## config.mk

```make
export PLATFORM = sky130hd
export DESIGN_NAME = weighted_window_token_sum
export DESIGN_NICKNAME = d
export VERILOG_FILES = /design/src/rtl/wwts_pkg.sv /design/src/rtl/wwts_cell.sv /design/src/rtl/wwts_ctrl.sv /design/src/rtl/weighted_window_token_sum.sv
export SDC_FILE = /design/constraint.sdc
export NUM_CORES = 2
export LEC_CHECK = 0
export BUFFER_PORTS_ARGS = -buffer_cell sky130_fd_sc_hd__buf_2
export CAP_MARGIN = 10
export CORE_MARGIN = 5
export CORE_UTILIZATION = 25
export DETAILED_ROUTE_END_ITERATION = 10
export PLACE_DENSITY = 0.45
export SETUP_SLACK_MARGIN = 0.4
export SLEW_MARGIN = 20
export SYNTH_ARGS = -nofsm -noshare
export SYNTH_HDL_FRONTEND = slang
export SYNTH_SLANG_ARGS = --single-unit
export TNS_END_PERCENT = 30
```

## constraint.sdc

```tcl
create_clock -name clk -period 14.6 [get_ports clk]
set_clock_uncertainty 0.1 [all_clocks]
set_input_delay 2.19 -clock clk [delete_from_list [all_inputs] [get_ports clk]]
set_output_delay 2.19 -clock clk [all_outputs]
set_load 0.01 [all_outputs]
```

## src/rtl/wwts_pkg.sv

```systemverilog
`default_nettype none
// ----------------------------------------------------------------------------
// wwts_pkg: shared types for the weighted window token sum
// Token and sum widths, and the step controls passed from control to datapath.
// ----------------------------------------------------------------------------
package wwts_pkg;

  localparam int TOKEN_W = 8;
  localparam int SUM_W   = 17;

  typedef logic [TOKEN_W-1:0] token_t;
  typedef logic [SUM_W-1:0]   sum_t;

  // one advance of the cell chain
  typedef struct packed {
    logic step;       // chain advances this cycle
    logic feed_zero;  // padding token during flush
    logic emit;       // the result formed by this step is a real one
    logic last;       // final result of the string
  } step_ctrl_t;

endpackage
`default_nettype wire

```

## src/rtl/wwts_cell.sv

```systemverilog
`default_nettype none
// ----------------------------------------------------------------------------
// wwts_cell: one tap of the transposed weighted sum
// Adds its weighted token to the partial sum from its upstream neighbor.
// ----------------------------------------------------------------------------
module wwts_cell #(
  parameter int COEF = 1
) (
  input  wire logic            clk,
  input  wire logic            rst,
  input  wire logic            step,
  input  wire wwts_pkg::token_t x,
  input  wire wwts_pkg::sum_t   sum_in,
  output wwts_pkg::sum_t        sum_out
);

  localparam wwts_pkg::sum_t COEF_S = wwts_pkg::sum_t'(COEF);

  wwts_pkg::sum_t acc;
  wwts_pkg::sum_t acc_next;

  // sums wrap modulo the result width
  always_comb begin
    acc_next = wwts_pkg::sum_t'(wwts_pkg::sum_t'(x) * COEF_S) + sum_in;
  end

  always_ff @(posedge clk) begin
    if (rst) begin
      acc <= '0;
    end else if (step) begin
      acc <= acc_next;
    end
  end

  assign sum_out = acc;

endmodule
`default_nettype wire

```

## src/rtl/wwts_ctrl.sv

```systemverilog
`default_nettype none
// ----------------------------------------------------------------------------
// wwts_ctrl: fill tracking and end-of-string flush sequencing
// Decides when the chain advances and whether that advance yields a result.
// ----------------------------------------------------------------------------
module wwts_ctrl #(
  parameter int WINDOW = 20
) (
  input  wire logic          clk,
  input  wire logic          rst,
  input  wire logic          token_valid,
  input  wire logic          end_of_string,
  input  wire logic          sum_valid,
  input  wire logic          sum_ready,
  output logic               token_ready,
  output wwts_pkg::step_ctrl_t ctrl
);

  localparam int CNT_W = (WINDOW > 2) ? $clog2(WINDOW) : 1;
  localparam logic [CNT_W-1:0] FULL = CNT_W'(WINDOW - 1);

  logic [CNT_W-1:0] fill;
  logic [CNT_W-1:0] fill_next;
  logic [CNT_W-1:0] flush_left;
  logic             flushing;
  logic             out_free;

  assign out_free    = !sum_valid || sum_ready;
  assign token_ready = !flushing && out_free;

  always_comb begin
    ctrl.step      = flushing ? out_free : (token_valid && out_free);
    ctrl.feed_zero = flushing;
    ctrl.emit      = (fill == FULL);
    ctrl.last      = flushing && (flush_left == CNT_W'(1));
    fill_next      = (fill == FULL) ? fill : fill + CNT_W'(1);
  end

  always_ff @(posedge clk) begin
    if (rst) begin
      fill       <= '0;
      flush_left <= '0;
      flushing   <= 1'b0;
    end else if (ctrl.step) begin
      if (flushing) begin
        if (flush_left == CNT_W'(1)) begin
          flushing <= 1'b0;
          fill     <= '0;
        end else begin
          flush_left <= flush_left - CNT_W'(1);
          fill       <= fill_next;
        end
      end else begin
        fill <= fill_next;
        if (end_of_string) begin
          // pad with zeros until every position of the string is out
          flushing   <= 1'b1;
          flush_left <= FULL;
        end
      end
    end
  end

endmodule
`default_nettype wire

```

## src/rtl/weighted_window_token_sum.sv

```systemverilog
`default_nettype none
// ----------------------------------------------------------------------------
// weighted_window_token_sum: sliding weighted fingerprint over a token stream
// Row of WINDOW cells in transposed form with fixed odd weights.
// ----------------------------------------------------------------------------
// Usage:
//   token channel (token, end_of_string) and sum channel (window_sum,
//   last_sum) both use valid/ready; a transfer happens when both are high.
//   While streaming, one token is taken every cycle. Once WINDOW tokens of a
//   string have arrived, each token transfer yields one sum, available in the
//   cycle after the token transfer.
//   A token marked end_of_string starts a flush in which zeros are fed down
//   the chain; token_ready is low during the flush. The flush yields the
//   remaining sums (truncated windows), oldest position first, the last one
//   marked with last_sum, and clears every cell but cell 0, which holds it.
//   The sum output is a register; when the receiver stalls, the chain holds
//   and token_ready drops until the waiting sum is taken.
//   Reset clears all cells, the fill count and the output valid.
// ----------------------------------------------------------------------------
module weighted_window_token_sum #(
  parameter int WINDOW = 20
) (
  input  wire logic            clk,
  input  wire logic            rst,
  input  wire logic            token_valid,
  output logic                 token_ready,
  input  wire wwts_pkg::token_t token,
  input  wire logic            end_of_string,
  output logic                 sum_valid,
  input  wire logic            sum_ready,
  output wwts_pkg::sum_t       window_sum,
  output logic                 last_sum
);

  wwts_pkg::step_ctrl_t ctrl;
  wwts_pkg::token_t     x;
  wwts_pkg::sum_t       chain [0:WINDOW];

  wwts_ctrl #(
    .WINDOW(WINDOW)
  ) u_ctrl (
    .clk          (clk),
    .rst          (rst),
    .token_valid  (token_valid),
    .end_of_string(end_of_string),
    .sum_valid    (sum_valid),
    .sum_ready    (sum_ready),
    .token_ready  (token_ready),
    .ctrl         (ctrl)
  );

  assign x             = ctrl.feed_zero ? '0 : token;
  assign chain[WINDOW] = '0;

  // cell 0 carries weight 2*(WINDOW-1)+1 for the newest token and doubles as
  // the output register
  for (genvar k = 0; k < WINDOW; k++) begin : g_cell
    wwts_cell #(
      .COEF(2 * (WINDOW - 1 - k) + 1)
    ) u_cell (
      .clk    (clk),
      .rst    (rst),
      .step   (ctrl.step),
      .x      (x),
      .sum_in (chain[k+1]),
      .sum_out(chain[k])
    );
  end

  assign window_sum = chain[0];

  always_ff @(posedge clk) begin
    if (rst) begin
      sum_valid <= 1'b0;
      last_sum  <= 1'b0;
    end else if (ctrl.step) begin
      sum_valid <= ctrl.emit;
      last_sum  <= ctrl.last;
    end else if (sum_ready) begin
      sum_valid <= 1'b0;
    end
  end

endmodule
`default_nettype wire
```

**Yosys cells after proc, flatten, opt, wreduce, memory -nomap -nowiden**

Cells that the tools add are included.

- Word-level logic and storage cells: 90
- Bits of input ports: 13
- Flip-flop bits (word level): 344

- Muxes and demuxes: 13
- Multipliers: 19
- Eq/ne operators: 3
- Reductions and logical operators: 9
- Add/subtract/negate cells: 21

Operators by type and width:

| cell | number |
|---|---|
| 13-bit by 17-bit adder with 17-bit output | 8 |
| 8-bit by 5-bit multiplier with 13-bit output (second input constant) | 8 |
| 12-bit by 17-bit adder with 17-bit output | 4 |
| 14-bit by 17-bit adder with 17-bit output | 4 |
| 8-bit by 6-bit multiplier with 14-bit output (second input constant) | 4 |
| 8-bit by 4-bit multiplier with 12-bit output (second input constant) | 4 |
| 11-bit by 17-bit adder with 17-bit output | 2 |
| 5-bit 2-to-1 mux | 6 |
| 8-bit by 3-bit multiplier with 11-bit output (second input constant) | 2 |
| 10-bit by 8-bit adder with 11-bit output | 1 |
| 8-bit by 2-bit multiplier with 10-bit output (second input constant) | 1 |
| 8-bit 2-to-1 mux | 1 |
| 1-bit 2-to-1 mux | 6 |
| 5-bit by 1-bit adder with 5-bit output (second input constant) | 1 |
| 5-bit by 1-bit equality test with 1-bit output (second input constant) | 1 |
| 5-bit equality test (second input constant) | 1 |
| 5-bit by 1-bit subtractor with 5-bit output (second input constant) | 1 |
| 2-bit nonzero test | 2 |
| 1-bit logical AND | 3 |
| 3-bit AND reduction | 1 |
| 1-bit logical NOT | 2 |
| 2-bit inequality test (second input constant) | 1 |
| 1-bit logical OR | 1 |

**Longest topological paths before layout**

- Depth in word-level cells: 5
- Gate-level depth with buffers: 19

**By module**

Synthesis repeated with hierarchy kept, for this count alone.

- Cells, all modules: 4298
- Area total of the unflattened synthesis: 37372.1 um^2

By module, submodules not included:

| module | cells an instance | sequential area each (um^2) | area each (um^2) | instances |
|---|---|---|---|---|
| wwts_cell (g_cell[4].u_cell) | 232 | 340.3 | 2127.0 | 1 |
| wwts_cell (g_cell[12].u_cell) | 240 | 340.3 | 2108.3 | 1 |
| wwts_cell (g_cell[8].u_cell) | 244 | 340.3 | 2097.0 | 1 |
| wwts_cell (g_cell[0].u_cell) | 227 | 340.3 | 2077.0 | 1 |
| wwts_cell (g_cell[6].u_cell) | 235 | 340.3 | 2060.7 | 1 |
| wwts_cell (g_cell[5].u_cell) | 236 | 340.3 | 2054.5 | 1 |
| wwts_cell (g_cell[2].u_cell) | 220 | 340.3 | 1940.6 | 1 |
| wwts_cell (g_cell[7].u_cell) | 213 | 340.3 | 1934.4 | 1 |
| wwts_cell (g_cell[13].u_cell) | 228 | 340.3 | 1925.6 | 1 |
| wwts_cell (g_cell[1].u_cell) | 217 | 340.3 | 1908.1 | 1 |
| wwts_cell (g_cell[9].u_cell) | 214 | 340.3 | 1895.6 | 1 |
| wwts_cell (g_cell[10].u_cell) | 231 | 340.3 | 1879.3 | 1 |
| wwts_cell (g_cell[14].u_cell) | 205 | 340.3 | 1799.2 | 1 |
| wwts_cell (g_cell[11].u_cell) | 207 | 340.3 | 1771.7 | 1 |
| 8 more rows | -- | -- | -- | -- |

**Worst setup path after synthesis**

No wires, ideal clock.

- Path kind: input -> register
- From: input token[6]
- To: register g_cell[0].u_cell.acc[13]
- Path slack: 7.878 ns
- Arrival: 6.537 ns
- Buffers on the path: 3
- Stages: 18
- Library setup time: 0.086 ns
- Path through: clkbuf_1 -> nor2b_1 -> clkbuf_1 -> clkbuf_1 -> ha_1 -> ha_1 -> inv_1 -> fa_1 -> fa_1 -> inv_1 -> ha_1 -> and3_1 -> a221oi_1 -> o21ai_1 -> a22oi_1 -> a21oi_1 -> xnor2_1 -> a211oi_1

- Cells in the longest elaborated chain, start to end: 3

RTL lines:

| item | RTL line | source |
|---|---|---|
| start: declaration | weighted_window_token_sum.sv:27 | `input wire wwts_pkg::token_t token,` |
| 8-bit 2-to-1 mux | weighted_window_token_sum.sv:52 | `assign x = ctrl.feed_zero ? '0 : token;` |
| via g_cell[0].u_cell.x[6] | wwts_cell.sv:12 | `input wire wwts_pkg::token_t x,` |
| 8-bit by 6-bit multiplier with 14-bit output | wwts_cell.sv:24 | `acc_next = wwts_pkg::sum_t'(wwts_pkg::sum_t'(x) * COEF_S) + sum_in;` |
| 14-bit by 17-bit adder with 17-bit output | wwts_cell.sv:24 |  |
| end signal: assignment | wwts_cell.sv:31 | `acc <= acc_next;` |
| end: declaration | wwts_cell.sv:19 | `wwts_pkg::sum_t acc;` |

The timed path passes the listed nets, and every way through them passes these cells.
A chain may end at the register's enable or synchronous reset.

**Worst setup path after layout**

- From: input token[5]
- To: register g_cell[0].u_cell.acc[16]

- Cells in the longest elaborated chain, start to end: 3

RTL lines:

| item | RTL line |
|---|---|
| 8-bit 2-to-1 mux | weighted_window_token_sum.sv:52 |
| 8-bit by 6-bit multiplier with 14-bit output | wwts_cell.sv:24 |
| 14-bit by 17-bit adder with 17-bit output | wwts_cell.sv:24 |

No other way between the ends.

==> metrics.txt <==
number of storage elements in the synthesis netlist=322; register-to-register setup slack=8.82 ns; Top delay family on crit path=simple AND/OR/NAND/NOR gates; Detail Route Antenna Nets=0; layout filler cell count=roughly 13000; number of hold violations in the final report=0; clock root buffer=clkbuf_16; hold buffer count at CTS=0; slowest stage delay, CP=around 0.72 ns; Setup Crit Path Kind=in -> reg; logic depth of the worst register-to-register path=17; combined area of the multi-input logic cells=21180 um^2; register area=6447 um^2; wire length reported by the detailed router=97.60 mm; total power draw=6.483 mW; Hold/Removal Path Class=reg -> reg; overall via count from detail_route=roughly 24000; Finished Core Util=0.2784; destination of the critical timing path=g_cell[0].u_cell.sum_out[16]; number of clock sinks seen by CTS=322; power density over the cells=194.6 nW/um^2; FFs w/ async S/R, synth=0; synth cell count leaders=465 x ha_1, 462 x inv_1, 426 x nand2_1; total of cells resized after clock tree synthesis=0; antenna violations before repair=3; number of I/O pins=33; Relative slew margins=0.3021; Crit Reg-Reg Startpoint=u_ctrl.flushing; Tmin final=7.025 ns; x dimension of the die=~360 um; cell area after synthesis=30030 um^2; Post-synth top flop=dfxtp_1; die outline height=356.6 um; insertion delay of the later-clocked pin in the worst-skew pair=0.62 ns; global-route track usage on met2=0.2480; number of buffers inserted during clock tree synthesis=46; arrival time reported for the critical path endpoint=7.40 ns; EDFF count, synth=0; source of the critical timing path=token[5]; maximum clock insertion buffer count=3; first-pass GRT wire length=148.7 mm; dominant cell by count in the synthesized netlist=ha_1; Total Die Area=127200 um^2; post-route worst setup slack=between 7 and 8 ns; number of buffer and inverter instances along the worst setup path=5; net count of the mapped netlist=about 4300; Most Crowded Layer GR=met2; critical register-to-register path endpoint=g_cell[0].u_cell.sum_out[16]; number of library cell types mapped by synthesis=84; biggest fanout along the worst timing path=17; met3 track demand over resource=0.02331; number of buffer cells added on primary ports=32; area grow syn2layout=10.92%; number of diodes=0; dpl ws=7.059 ns; run status=completed; number of design rule violations left after detail routing=0; crit path launch type=input port; sort of element at the end of the critical path=flip-flop; P_leak=15.84 nW; Fmax=roughly 140 MHz; number of pins exceeding their max-slew limit in the final report=0; required time reported for the critical path endpoint=14.98 ns; number of warnings printed during yosys synthesis=0; setup violators final=0; vias per cell=between 4 and 5; number of global-route vias before repair=24100; HPWL after detailed placement=73.98 mm; GRT met1 Usage=0.2113; count of routing violations after the opening detailed-route iteration=1375; startpoint of the tightest hold check path=g_cell[16].u_cell.sum_out[7]; row cnt=127; Synth Instances=3606; routability cong.=0.8786; dominant cell type by area after synthesis=dfxtp_1; depth of the critical timing path with buffers and inverters included=17; H-tree depth=2; overall overflow remaining after global route=0; Total Negative Setup Slacks=0 ns; Worst-Margin Slew=1.047 ns; Seq/Total Area, Yosys=0.2146; maximum number of pins on one net before global-route repair=175; clock-pin transition on the worst setup and hold timing paths=0.05 ns; top cells by area in the synthesized netlist=dfxtp_1 21%, ha_1 19%, fa_1 12%; post-detailed-route wirelength per cell=18.75 um; unrepaired setup endpoints after global routing=no; most used cell, CP=inv_1; CTS tree=done; mean area per synthesized cell=~8.3 um^2; initial standard-cell utilization of the core=0.2510; number of iterations in the first detailed-routing pass=7; share of the synthesized area in the top cell type=0.2146; Max-cap violations=0; Total GRT Usage=0.1520; master of the slowest instance on the critical path=and2_0; fraction of layout instances using a drive strength above 1=0.05539; crit path cell chain=buf_2 > nor2b_2 > buf_4 > and2_0 > inv_1 > nand2b_1 > inv_1 > fa_1 > fa_1 > inv_1 > ha_1 > and3_1 > and4_1 > nor4_2 > o31ai_1 > and4_1 > nor3_1; VDD IR-drop max=0.09682 mV; number of nets in the final layout=roughly 4200; Std-Cell Core Area=119700 um^2; post-CTS setup buffers=0; Period Utilization, post-route=0.4811
## where the power goes
part | leakage, nW | switching (mW) | internal, mW | total [mW]
registers | 2.65 | 0.156 | 1.10 | 1.26
clock network | 0.715 | 0.475 | 0.651 | 1.13
logic | 12.5 | 2.42 | 1.68 | 4.10
## metrics by stage
step,hold WS (ns),cell area (um^2),instances
after floorplan,0.3315,30030,3606
after global placement,0.3396,31840,5126
after detailed placement,0.3442,31850,5126
after CTS,0.3518,33310,5205
after global routing,0.3685,33310,5205
final,0.3510,33310,5205
## registers in the layout, indices dropped and copies added (netlist names)
name                   flops
g_cell.u_cell.sum_out    309
last_sum                   1
sum_valid                  1
u_ctrl.fill                5
u_ctrl.flush_left          5
u_ctrl.flushing            1
## metal layers
metal  part of all wire  up-vias  wire, um
met5                  0        -         0
met4              0.024        0      2306
met3              0.045      102      4388
met2               0.45      422     43900
met1               0.48    11680     47000
li1                   -    12140         -
## cell families after synthesis
logic type,synth area share
fa+ha+maj,0.3150
compound gates,0.1718
simple gates,0.1511
mux,0.002333
flops,0.2146
xor+xnor,0.06358
buf+inv,0.08149
## tightest hold or removal path: stages, from the launching register on
cell and delay (ns):
dfxtp_1 0.31, nand2_1 0.05, a21oi_1 0.05
## cell usage in the layout, fill, tap and decap left out, drive strengths merged, types with 31 or more instances in the layout
master  netlist  routed
dfxtp       322     322
ha          465     465
inv         463     464
o21ai       125     125
nor2        180     180
fa          182     182
a31oi        33      33
buf          70      69
xor2         59      59
a21o         78      78
a211oi       87      87
nand2b       39      39
nand2       426     426
nand4        31      31
nand3        79      79
a21oi       324     324
nor2b        33      33
clkbuf       91      60
nor3         45      45
xnor2       159     159
## worst min-delay path by stage
stage,to,slack [ns],cells after the start
6_report,g_cell[16].u_cell.sum_out[7],0.35,2
3_5_place_dp,g_cell[0].u_cell.sum_out[2],0.34,2
2_1_floorplan,g_cell[13].u_cell.sum_out[12],0.33,2
3_3_place_gp,g_cell[0].u_cell.sum_out[10],0.34,2
4_1_cts,g_cell[0].u_cell.sum_out[1],0.35,2
5_1_grt,g_cell[0].u_cell.sum_out[1],0.37,2
## cell type report
cell class                      instances  area share
Multi-Input combinational cell       2660      0.6359
Inverter                              463     0.05221
Sequential cell                       322      0.1935
Timing Repair Buffer                   69     0.01382
Clock buffer                           60     0.03823
Clock inverter                         19    0.005784
Tap cell                             1612     0.06054
Power figures use the tool's default switching activity.
